$ cat src/sv/vct_pkg.sv
// shared types and constants for the view cone test block
package vct_pkg;

  localparam int MaxDim   = 8;
  localparam int CoordW   = 16;
  localparam int CntW     = $clog2(MaxDim + 1);
  localparam int DiffW    = CoordW + 1;
  localparam int DotW     = 32 + $clog2(MaxDim);
  localparam int SqW      = DotW + 1;
  localparam int MagW     = CoordW;
  localparam int C2W      = 2 * CoordW - 1;
  localparam int AccW     = 2 * DotW;
  localparam int LimbW    = 17;
  localparam int MulW     = LimbW + 1;
  localparam int ProdW    = 2 * MulW;
  localparam int DotLimbs = (DotW + LimbW - 1) / LimbW;
  localparam int SqLimbs  = (SqW + LimbW - 1) / LimbW;
  localparam int C2Limbs  = (C2W + LimbW - 1) / LimbW;
  localparam int DotPadW  = DotLimbs * LimbW;
  localparam int SqPadW   = SqLimbs * LimbW;
  localparam int C2PadW   = C2Limbs * LimbW;
  localparam int IdxW     = $clog2(SqLimbs);
  localparam int SumW     = IdxW + 1;
  localparam int ShiftW   = $clog2(AccW);

  typedef enum logic [2:0] {
    S_IDLE,
    S_DOT,
    S_SQ,
    S_PREP,
    S_LHS,
    S_RHS,
    S_DRAIN,
    S_DONE
  } state_e;

  typedef enum logic [2:0] {
    OP_NONE,
    OP_DOT,
    OP_SQ,
    OP_C2,
    OP_LHS,
    OP_RHS
  } op_e;

  typedef struct packed {
    op_e             op;
    logic [SumW-1:0] sum;
  } mul_tag_t;

  typedef struct packed {
    op_e             op;
    logic [IdxW-1:0] a_idx;
    logic [IdxW-1:0] b_idx;
    logic            in_ready;
    logic            prep;
    logic            finish;
  } seq_ctrl_t;

endpackage

$ cat src/sv/view_cone_test_unit.sv
// top level of the view cone test block: accumulators, operand select, result register
//
// A query is a run of requests on the input channel (in_valid_i / in_ready_o),
// one coordinate each: observer, target and direction, with last_i on the
// final coordinate. Each coordinate uses the one shared 18x18 multiplier twice
// (offset times direction, then offset squared), so within a query a new
// coordinate can be taken while the offset square of the previous one is issued.
// After the last coordinate the block squares the dot product and multiplies
// the squared cosine by the squared distance in 17-bit limbs on the same
// multiplier: 9 + 6 partial products plus setup and drain before the result
// request appears.
// Each query gives exactly one result request on the output channel
// (out_valid_o / out_ready_i). The result sits in an output register; the
// block goes back to idle and takes the next query while it waits, and only
// holds off at the end of the following query if it is still not taken.
// cos_half_angle_i is written whenever cos_half_angle_we_i is high; write it
// only while no query is in progress. Reset clears the cosine to zero, the
// accumulators and the output valid.
module view_cone_test_unit (
  input  logic                               clk_i,
  input  logic                               rst_ni,
  input  logic                               cos_half_angle_we_i,
  input  logic signed [vct_pkg::CoordW-1:0]  cos_half_angle_i,
  input  logic                               in_valid_i,
  output logic                               in_ready_o,
  input  logic signed [vct_pkg::CoordW-1:0]  observer_coord_i,
  input  logic signed [vct_pkg::CoordW-1:0]  target_coord_i,
  input  logic signed [vct_pkg::CoordW-1:0]  dir_coord_i,
  input  logic                               last_i,
  output logic                               out_valid_o,
  input  logic                               out_ready_i,
  output logic                               in_sight_o,
  output logic                               coincident_o,
  output logic                               too_long_o
);
  import vct_pkg::*;

  seq_ctrl_t ctrl;
  logic      out_free;
  logic      in_fire;

  logic [CoordW-1:0]        cos_q;
  logic signed [CoordW-1:0] obs_q, tgt_q, dir_q;
  logic                     last_q;
  logic signed [DiffW-1:0]  diff;
  logic signed [DiffW-1:0]  d_q;
  logic                     skip_q;
  logic                     cnt_full;
  logic                     elem_skip;

  logic signed [DotW-1:0]   dot_q;
  logic [SqW-1:0]           sq_q;
  logic [CntW-1:0]          cnt_q;
  logic                     ovf_q;
  logic [DotW-1:0]          dmag_q;
  logic [C2W-1:0]           c2_q;
  logic [AccW-1:0]          lhs_q, rhs_q;
  logic [MagW-1:0]          cmag;

  logic [DotPadW-1:0]       dmag_pad;
  logic [SqPadW-1:0]        sq_pad;
  logic [C2PadW-1:0]        c2_pad;

  logic signed [MulW-1:0]   mul_a, mul_b;
  mul_tag_t                 issue_tag;
  logic signed [ProdW-1:0]  prod;
  mul_tag_t                 prod_tag;
  logic [ShiftW-1:0]        shift;
  logic [AccW-1:0]          part;

  logic out_valid_q, in_sight_q, coincident_q, too_long_q;
  logic dot_neg, dot_zero, cone;

  vct_seq u_seq (
    .clk_i      (clk_i),
    .rst_ni     (rst_ni),
    .in_valid_i (in_valid_i),
    .last_i     (last_q),
    .out_free_i (out_free),
    .ctrl_o     (ctrl)
  );

  vct_mul u_mul (
    .clk_i  (clk_i),
    .rst_ni (rst_ni),
    .a_i    (mul_a),
    .b_i    (mul_b),
    .tag_i  (issue_tag),
    .prod_o (prod),
    .tag_o  (prod_tag)
  );

  assign in_ready_o = ctrl.in_ready;
  assign in_fire    = in_valid_i && ctrl.in_ready;
  assign out_free   = !out_valid_q || out_ready_i;

  always_ff @(posedge clk_i or negedge rst_ni) begin
    if (!rst_ni) begin
      cos_q <= '0;
    end else if (cos_half_angle_we_i) begin
      cos_q <= cos_half_angle_i;
    end
  end

  always_ff @(posedge clk_i or negedge rst_ni) begin
    if (!rst_ni) begin
      last_q <= 1'b0;
    end else if (in_fire) begin
      last_q <= last_i;
    end
  end

  always_ff @(posedge clk_i) begin
    if (in_fire) begin
      obs_q <= observer_coord_i;
      tgt_q <= target_coord_i;
      dir_q <= dir_coord_i;
    end
  end

  assign diff      = DiffW'(tgt_q) - DiffW'(obs_q);
  assign cnt_full  = cnt_q >= CntW'(MaxDim);
  assign elem_skip = (ctrl.op == OP_DOT) ? cnt_full : skip_q;
  assign cmag      = cos_q[CoordW-1] ? (~cos_q + MagW'(1)) : cos_q;

  assign dmag_pad = DotPadW'(dmag_q);
  assign sq_pad   = SqPadW'(sq_q);
  assign c2_pad   = C2PadW'(c2_q);

  // operand select for the shared multiplier
  always_comb begin
    mul_a     = '0;
    mul_b     = '0;
    issue_tag = '{op: OP_NONE, sum: '0};
    case (ctrl.op)
      OP_DOT: begin
        mul_a         = MulW'(diff);
        mul_b         = MulW'(dir_q);
        issue_tag.op  = elem_skip ? OP_NONE : OP_DOT;
      end
      OP_SQ: begin
        mul_a         = MulW'(d_q);
        mul_b         = MulW'(d_q);
        issue_tag.op  = elem_skip ? OP_NONE : OP_SQ;
      end
      OP_C2: begin
        mul_a         = MulW'(cmag);
        mul_b         = MulW'(cmag);
        issue_tag.op  = OP_C2;
      end
      OP_LHS: begin
        mul_a         = {1'b0, dmag_pad[ctrl.a_idx*LimbW +: LimbW]};
        mul_b         = {1'b0, dmag_pad[ctrl.b_idx*LimbW +: LimbW]};
        issue_tag.op  = OP_LHS;
        issue_tag.sum = SumW'(ctrl.a_idx) + SumW'(ctrl.b_idx);
      end
      OP_RHS: begin
        mul_a         = {1'b0, c2_pad[ctrl.a_idx*LimbW +: LimbW]};
        mul_b         = {1'b0, sq_pad[ctrl.b_idx*LimbW +: LimbW]};
        issue_tag.op  = OP_RHS;
        issue_tag.sum = SumW'(ctrl.a_idx) + SumW'(ctrl.b_idx);
      end
      default: ;
    endcase
  end

  assign shift = ShiftW'(prod_tag.sum * LimbW);
  assign part  = AccW'($unsigned(prod)) << shift;

  always_ff @(posedge clk_i) begin
    if (ctrl.op == OP_DOT) begin
      d_q    <= diff;
      skip_q <= cnt_full;
    end
    if (ctrl.prep) begin
      dmag_q <= dot_q[DotW-1] ? (~dot_q + DotW'(1)) : dot_q;
    end
    if (prod_tag.op == OP_C2) begin
      c2_q <= C2W'($unsigned(prod));
    end
  end

  always_ff @(posedge clk_i or negedge rst_ni) begin
    if (!rst_ni) begin
      dot_q <= '0;
      sq_q  <= '0;
      cnt_q <= '0;
      ovf_q <= 1'b0;
      lhs_q <= '0;
      rhs_q <= '0;
    end else if (ctrl.finish) begin
      dot_q <= '0;
      sq_q  <= '0;
      cnt_q <= '0;
      ovf_q <= 1'b0;
      lhs_q <= '0;
      rhs_q <= '0;
    end else begin
      case (prod_tag.op)
        OP_DOT:  dot_q <= dot_q + DotW'(prod);
        OP_SQ:   sq_q  <= sq_q + SqW'($unsigned(prod));
        OP_LHS:  lhs_q <= lhs_q + part;
        OP_RHS:  rhs_q <= rhs_q + part;
        default: ;
      endcase
      if (ctrl.op == OP_DOT) begin
        if (cnt_full) ovf_q <= 1'b1;
        else cnt_q <= cnt_q + 1'b1;
      end
    end
  end

  // sign cases of dot > cos * |d| on squared magnitudes
  assign dot_neg  = dot_q[DotW-1];
  assign dot_zero = (dot_q == '0);
  assign cone     = cos_q[CoordW-1] ? (!dot_neg || (rhs_q > lhs_q))
                                    : (!dot_neg && !dot_zero && (lhs_q > rhs_q));

  always_ff @(posedge clk_i or negedge rst_ni) begin
    if (!rst_ni) begin
      out_valid_q <= 1'b0;
    end else if (ctrl.finish) begin
      out_valid_q <= 1'b1;
    end else if (out_ready_i) begin
      out_valid_q <= 1'b0;
    end
  end

  always_ff @(posedge clk_i) begin
    if (ctrl.finish) begin
      too_long_q   <= ovf_q;
      coincident_q <= !ovf_q && (sq_q == '0);
      in_sight_q   <= !ovf_q && (sq_q != '0) && cone;
    end
  end

  assign out_valid_o  = out_valid_q;
  assign in_sight_o   = in_sight_q;
  assign coincident_o = coincident_q;
  assign too_long_o   = too_long_q;

endmodule

$ cat src/sv/vct_mul.sv
// shared registered 18x18 signed multiplier with a tag that follows the product
module vct_mul (
  input  logic                               clk_i,
  input  logic                               rst_ni,
  input  logic signed [vct_pkg::MulW-1:0]    a_i,
  input  logic signed [vct_pkg::MulW-1:0]    b_i,
  input  vct_pkg::mul_tag_t                  tag_i,
  output logic signed [vct_pkg::ProdW-1:0]   prod_o,
  output vct_pkg::mul_tag_t                  tag_o
);
  import vct_pkg::*;

  logic signed [ProdW-1:0] prod_d, prod_q;
  mul_tag_t                tag_q;

  assign prod_d = a_i * b_i;

  always_ff @(posedge clk_i) begin
    prod_q <= prod_d;
  end

  always_ff @(posedge clk_i or negedge rst_ni) begin
    if (!rst_ni) begin
      tag_q <= '{op: OP_NONE, sum: '0};
    end else begin
      tag_q <= tag_i;
    end
  end

  assign prod_o = prod_q;
  assign tag_o  = tag_q;

endmodule

$ cat src/sv/vct_seq.sv
// sequencer for per-coordinate products and the final wide compare
module vct_seq (
  input  logic                clk_i,
  input  logic                rst_ni,
  input  logic                in_valid_i,
  input  logic                last_i,
  input  logic                out_free_i,
  output vct_pkg::seq_ctrl_t  ctrl_o
);
  import vct_pkg::*;

  state_e          state_d, state_q;
  logic [IdxW-1:0] a_idx_d, a_idx_q;
  logic [IdxW-1:0] b_idx_d, b_idx_q;

  always_ff @(posedge clk_i or negedge rst_ni) begin
    if (!rst_ni) begin
      state_q <= S_IDLE;
      a_idx_q <= '0;
      b_idx_q <= '0;
    end else begin
      state_q <= state_d;
      a_idx_q <= a_idx_d;
      b_idx_q <= b_idx_d;
    end
  end

  always_comb begin
    state_d = state_q;
    unique case (state_q)
      S_IDLE: begin
        if (in_valid_i) state_d = S_DOT;
      end
      S_DOT: state_d = S_SQ;
      S_SQ: begin
        if (last_i) state_d = S_PREP;
        else if (in_valid_i) state_d = S_DOT;
        else state_d = S_IDLE;
      end
      S_PREP: state_d = S_LHS;
      S_LHS: begin
        if (a_idx_q == IdxW'(DotLimbs - 1) && b_idx_q == IdxW'(DotLimbs - 1)) begin
          state_d = S_RHS;
        end
      end
      S_RHS: begin
        if (a_idx_q == IdxW'(C2Limbs - 1) && b_idx_q == IdxW'(SqLimbs - 1)) begin
          state_d = S_DRAIN;
        end
      end
      S_DRAIN: state_d = S_DONE;
      S_DONE: begin
        if (out_free_i) state_d = S_IDLE;
      end
      default: state_d = S_IDLE;
    endcase
  end

  // limb pair counters
  always_comb begin
    a_idx_d = a_idx_q;
    b_idx_d = b_idx_q;
    unique case (state_q)
      S_LHS: begin
        if (b_idx_q == IdxW'(DotLimbs - 1)) begin
          b_idx_d = '0;
          a_idx_d = (a_idx_q == IdxW'(DotLimbs - 1)) ? '0 : a_idx_q + 1'b1;
        end else begin
          b_idx_d = b_idx_q + 1'b1;
        end
      end
      S_RHS: begin
        if (b_idx_q == IdxW'(SqLimbs - 1)) begin
          b_idx_d = '0;
          a_idx_d = (a_idx_q == IdxW'(C2Limbs - 1)) ? '0 : a_idx_q + 1'b1;
        end else begin
          b_idx_d = b_idx_q + 1'b1;
        end
      end
      default: begin
        a_idx_d = '0;
        b_idx_d = '0;
      end
    endcase
  end

  always_comb begin
    ctrl_o.a_idx    = a_idx_q;
    ctrl_o.b_idx    = b_idx_q;
    ctrl_o.in_ready = (state_q == S_IDLE) || ((state_q == S_SQ) && !last_i);
    ctrl_o.prep     = (state_q == S_PREP);
    ctrl_o.finish   = (state_q == S_DONE) && out_free_i;
    unique case (state_q)
      S_DOT:   ctrl_o.op = OP_DOT;
      S_SQ:    ctrl_o.op = OP_SQ;
      S_PREP:  ctrl_o.op = OP_C2;
      S_LHS:   ctrl_o.op = OP_LHS;
      S_RHS:   ctrl_o.op = OP_RHS;
      default: ctrl_o.op = OP_NONE;
    endcase
  end

endmodule
$ cat config.mk
export PLATFORM = sky130hd
export DESIGN_NAME = view_cone_test_unit
export DESIGN_NICKNAME = d
export VERILOG_FILES = /design/src/sv/vct_pkg.sv /design/src/sv/view_cone_test_unit.sv /design/src/sv/vct_mul.sv /design/src/sv/vct_seq.sv
export SDC_FILE = /design/constraint.sdc
export NUM_CORES = 2
export LEC_CHECK = 0
export ABC_AREA = 1
export BUFFER_PORTS_ARGS = -buffer_cell sky130_fd_sc_hd__buf_2
export CORE_UTILIZATION = 35
export DETAILED_ROUTE_END_ITERATION = 16
export GPL_ROUTABILITY_DRIVEN = 0
export SYNTH_ARGS = -nofsm -noshare
export SYNTH_HDL_FRONTEND = slang
export SYNTH_HIERARCHICAL = 1
export SYNTH_SLANG_ARGS = --single-unit
$ cat constraint.sdc
create_clock -name clk_i -period 7.8 [get_ports clk_i]
set_clock_uncertainty 0.2 [all_clocks]
set_input_delay 1.56 -clock clk_i [delete_from_list [all_inputs] [get_ports clk_i]]
set_output_delay 1.56 -clock clk_i [all_outputs]
set_load 0.05 [all_outputs]
==> summary.txt <==
Outcome
  • Outcome: finished, final reports clean

Detailed routing
  • Post-route ant nets: 0
  • First drt pass iteration count: 6
  • DR iter-0 viols: 4737
  • Vias per cell: 5.29
  • Via count: 49.3k
  • DR WL/cell: 19.4 um
  • Routed WL: 181 mm
  • DRC viols: 0

STA
  • Final Hold Vio Count: 0
  • F_max: 133 MHz
  • Worst Tran Pin Value: roughly 1200 ps
  • Tcrit/Tclk final: a little over nine tenths
  • Fin crit period: 7540 ps
  • Final setup viols: 0
  • Final WS setup: between 200 and 300 ps
  • Slew Limit Fails: 0
  • Slew Limit Headroom: approximately 17%
  • WHS: 259 ps
  • RSZ-0062 raised after global routing: yes

Critical path
  • Worst Path Required: 8140 ps
  • CP Capture Type: flip-flop
  • Buf/Inv on CP: 12
  • Critical Path AT: 7880 ps
  • Highest-delay cell along the critical path: fa_1
  • Critical path fanouts, max: 25
  • CP max stage delay: between 500 and 600 ps
  • Critical path startpoint category: flip-flop
  • Most frequent CP cell: fa_1
  • CP delay by family, top: adder cells
  • Worst setup path class: reg -> reg

Floorplan
  • DIE HEIGHT: about 380 um
  • Core area: 0.140 mm2
  • Starting Density: 35.4%
  • Num rows: 137
  • # IOs: between 70 and 80
  • Die area: around 0.14 mm2
  • Die Width: 379 um

Clock tree
  • Clock slew at reported path FFs: 70 ps
  • Clock Latency Late Sink: approximately 660 ps
  • CTS Buffer Depth: 3
  • TritonCTS clock tree: done
  • Root Buffer: clkbuf_16
  • # clock sinks: 418
  • CTS buffer count: between 50 and 60
  • Cts hold-fix bufs: 0
  • H-tree depth: 2

Min path
  • Min-Delay Path Class: reg -> reg

GRT
  • GRT Overall Usage: 24.8%
  • Initial antenna violation count: 3
  • Largest net degree at the start of global routing: 135
  • Grt ovf: 0
  • Number of global-route vias before repair: 47.0k
  • First-pass GRT wire length: approximately 270 mm

Run
  • Max Cap Viol: 0

Synth
  • Mean Syn Cell Area: 6.85 um2
  • Syn Nets: approximately 8.0k
  • Synth Instances: 7249
  • Post-Syn Area: 0.0497 mm2
  • Ys flop type: dfrtp_1
  • FF+latch count, synth: 418
  • Top post-synthesis cells by area: nand2_1, fa_1, dfrtp_1
  • Number of distinct library cells after synthesis: 79
  • Yosys top cell by area: nand2_1
  • Yosys top cell area share: between 10% and 20%
  • Post-synth ARST share: between 50% and 60%
  • Syn. warnings: 6
  • Post-synthesis sequential area ratio: approximately 22%
  • Post-synth EDFFs: 134

Placement
  • Placed wire-length estimate: approximately 150 mm
  • PortBufs: 74
  • Worst slack, placed: 25.9 ps

Layout
  • Share of layout cells above drive strength 1: 8.88%
  • Area Overhead vs Synth: 11.9%
  • Fin util: 39.6%
  • Nets: about 8k
## cell type report
cell class,instances,area (um2)
sequential,418,10900
antenna,2,5.00
tap,1876,2350
multi-input combinational,5230,33000
fill,14800,84600
inverter,1415,5320
timing repair buffer,289,2260
clock buffer,68,1430
clock inverter,25,258
## worst min-delay path, stage by stage, from the launching register on
cell and delay (ps):
dfxtp_1 320, nand2_1 50, nand2_1 60
## layout by cell type (no fill, tap or decap), drive strengths merged, types with 14 or more instances in the layout
cell type / n
nor2: 643
ha: 365
nand3b: 27
fa: 333
xor2: 63
a21o: 15
o22ai: 55
nand2: 1945
nand4: 74
dfrtp: 247
nand3: 372
nor3: 79
nor4: 31
clkinv: 21
o21ai: 438
buf: 289
edfxtp: 134
o21bai: 16
clkbuf: 68
dfxtp: 37
a21oi: 497
a31oi: 62
inv: 1412
o21a: 31
or2: 14
o211ai: 50
## kinds of logic after synthesis
logic type | synth area share [%]
simple gates | 27.4
buf+inv | 12.3
compound gates | 14.1
fa+ha+maj | 22.6
flops | 22.0
xor+xnor | 1.28
mux | 0.204
## Yosys cell counts, types with 8 or more instances
| cell | instances |
|---|---|
| nand4_1 | 64 |
| inv_2 | 26 |
| xor2_1 | 62 |
| o21a_1 | 31 |
| xnor2_1 | 9 |
| a21boi_0 | 11 |
| o21bai_1 | 16 |
| a31oi_1 | 62 |
| nand3_1 | 356 |
| dfxtp_1 | 37 |
| o221ai_1 | 11 |
| mux2i_1 | 9 |
| nor4_1 | 29 |
| dfrtp_1 | 247 |
| edfxtp_1 | 134 |
| ha_1 | 365 |
| nand2_2 | 65 |
| a21o_1 | 14 |
| o211ai_1 | 48 |
| o21ai_0 | 412 |
| nand3_2 | 14 |
| nor3_1 | 74 |
| a211oi_1 | 9 |
| nand2_1 | 1876 |
| or2_2 | 12 |
| buf_2 | 9 |
| o22ai_1 | 55 |
| clkbuf_1 | 150 |
| buf_6 | 8 |
| inv_1 | 1382 |
| nor2_1 | 598 |
| fa_1 | 333 |
| a21oi_1 | 495 |
| nor2_4 | 10 |
| o31ai_1 | 10 |
| o21ai_1 | 18 |
| buf_1 | 12 |
| and2_1 | 9 |
| nand3b_1 | 27 |
| nor2_2 | 35 |
| o2111ai_1 | 12 |
## metal layers
| metal | track usage, % | part of all wire [%] | up-vias |
|---|---|---|---|
| li1 | - | - | 23500 |
| met3 | 5.38 | 9.3 | 443 |
| met1 | 32.3 | 41 | 23300 |
| met5 | 0 | 0 | - |
| met4 | 11.9 | 5.5 | 0 |
| met2 | 38.9 | 44 | 2085 |
## sequential cells by signal, indices dropped and copies added (netlist names), 17 cells and up
name          flops
sq_q             36
d_q              17
lhs_q            70
dmag_q           35
c2_q             31
rhs_q            70
dot_q            35
u_mul/prod_o     36
## worst paths after layout
path / cells past startpoint / from / slack (ps) / endpoint
hold / removal: 2 / skip_q$_DFF_P_ / 260 / skip_q$_DFF_P_
hold reg to reg: 2 / skip_q$_DFF_P_ / 260 / skip_q$_DFF_P_
setup reg to reg: 35 / u_seq/state_q[0]$_DFFE_PN0P_ / 260 / u_mul/prod_o[30]$_DFF_P_
setup / recovery: 35 / u_seq/state_q[0]$_DFFE_PN0P_ / 260 / u_mul/prod_o[30]$_DFF_P_
min in group asynchronous: 1 / rst_ni / 650 / rhs_q[61]$_DFFE_PN0P_
max in group asynchronous: 2 / rst_ni / 5320 / u_seq/state_q[1]$_DFFE_PN0P_
## metrics by stage
step	TNS (ps)	cell area [um2]	std cells
2_1_floorplan	0	49700	7249
3_3_place_gp	0	53300	9206
3_5_place_dp	0	53300	9206
4_1_cts	0	55000	9299
5_1_grt	-21.2	55600	9322
6_report	0	55600	9323
## what timing repair did
action / CTS / global route
resized for setup: 0 / 100
endpoints found under the setup margin: 0 / 23
setup buffers: 0 / 20
endpoints found under the hold margin: 0 / 0
Power is not shown: default switching activity piles up to over one toggle a cycle in this logic, so the estimate is an artifact.
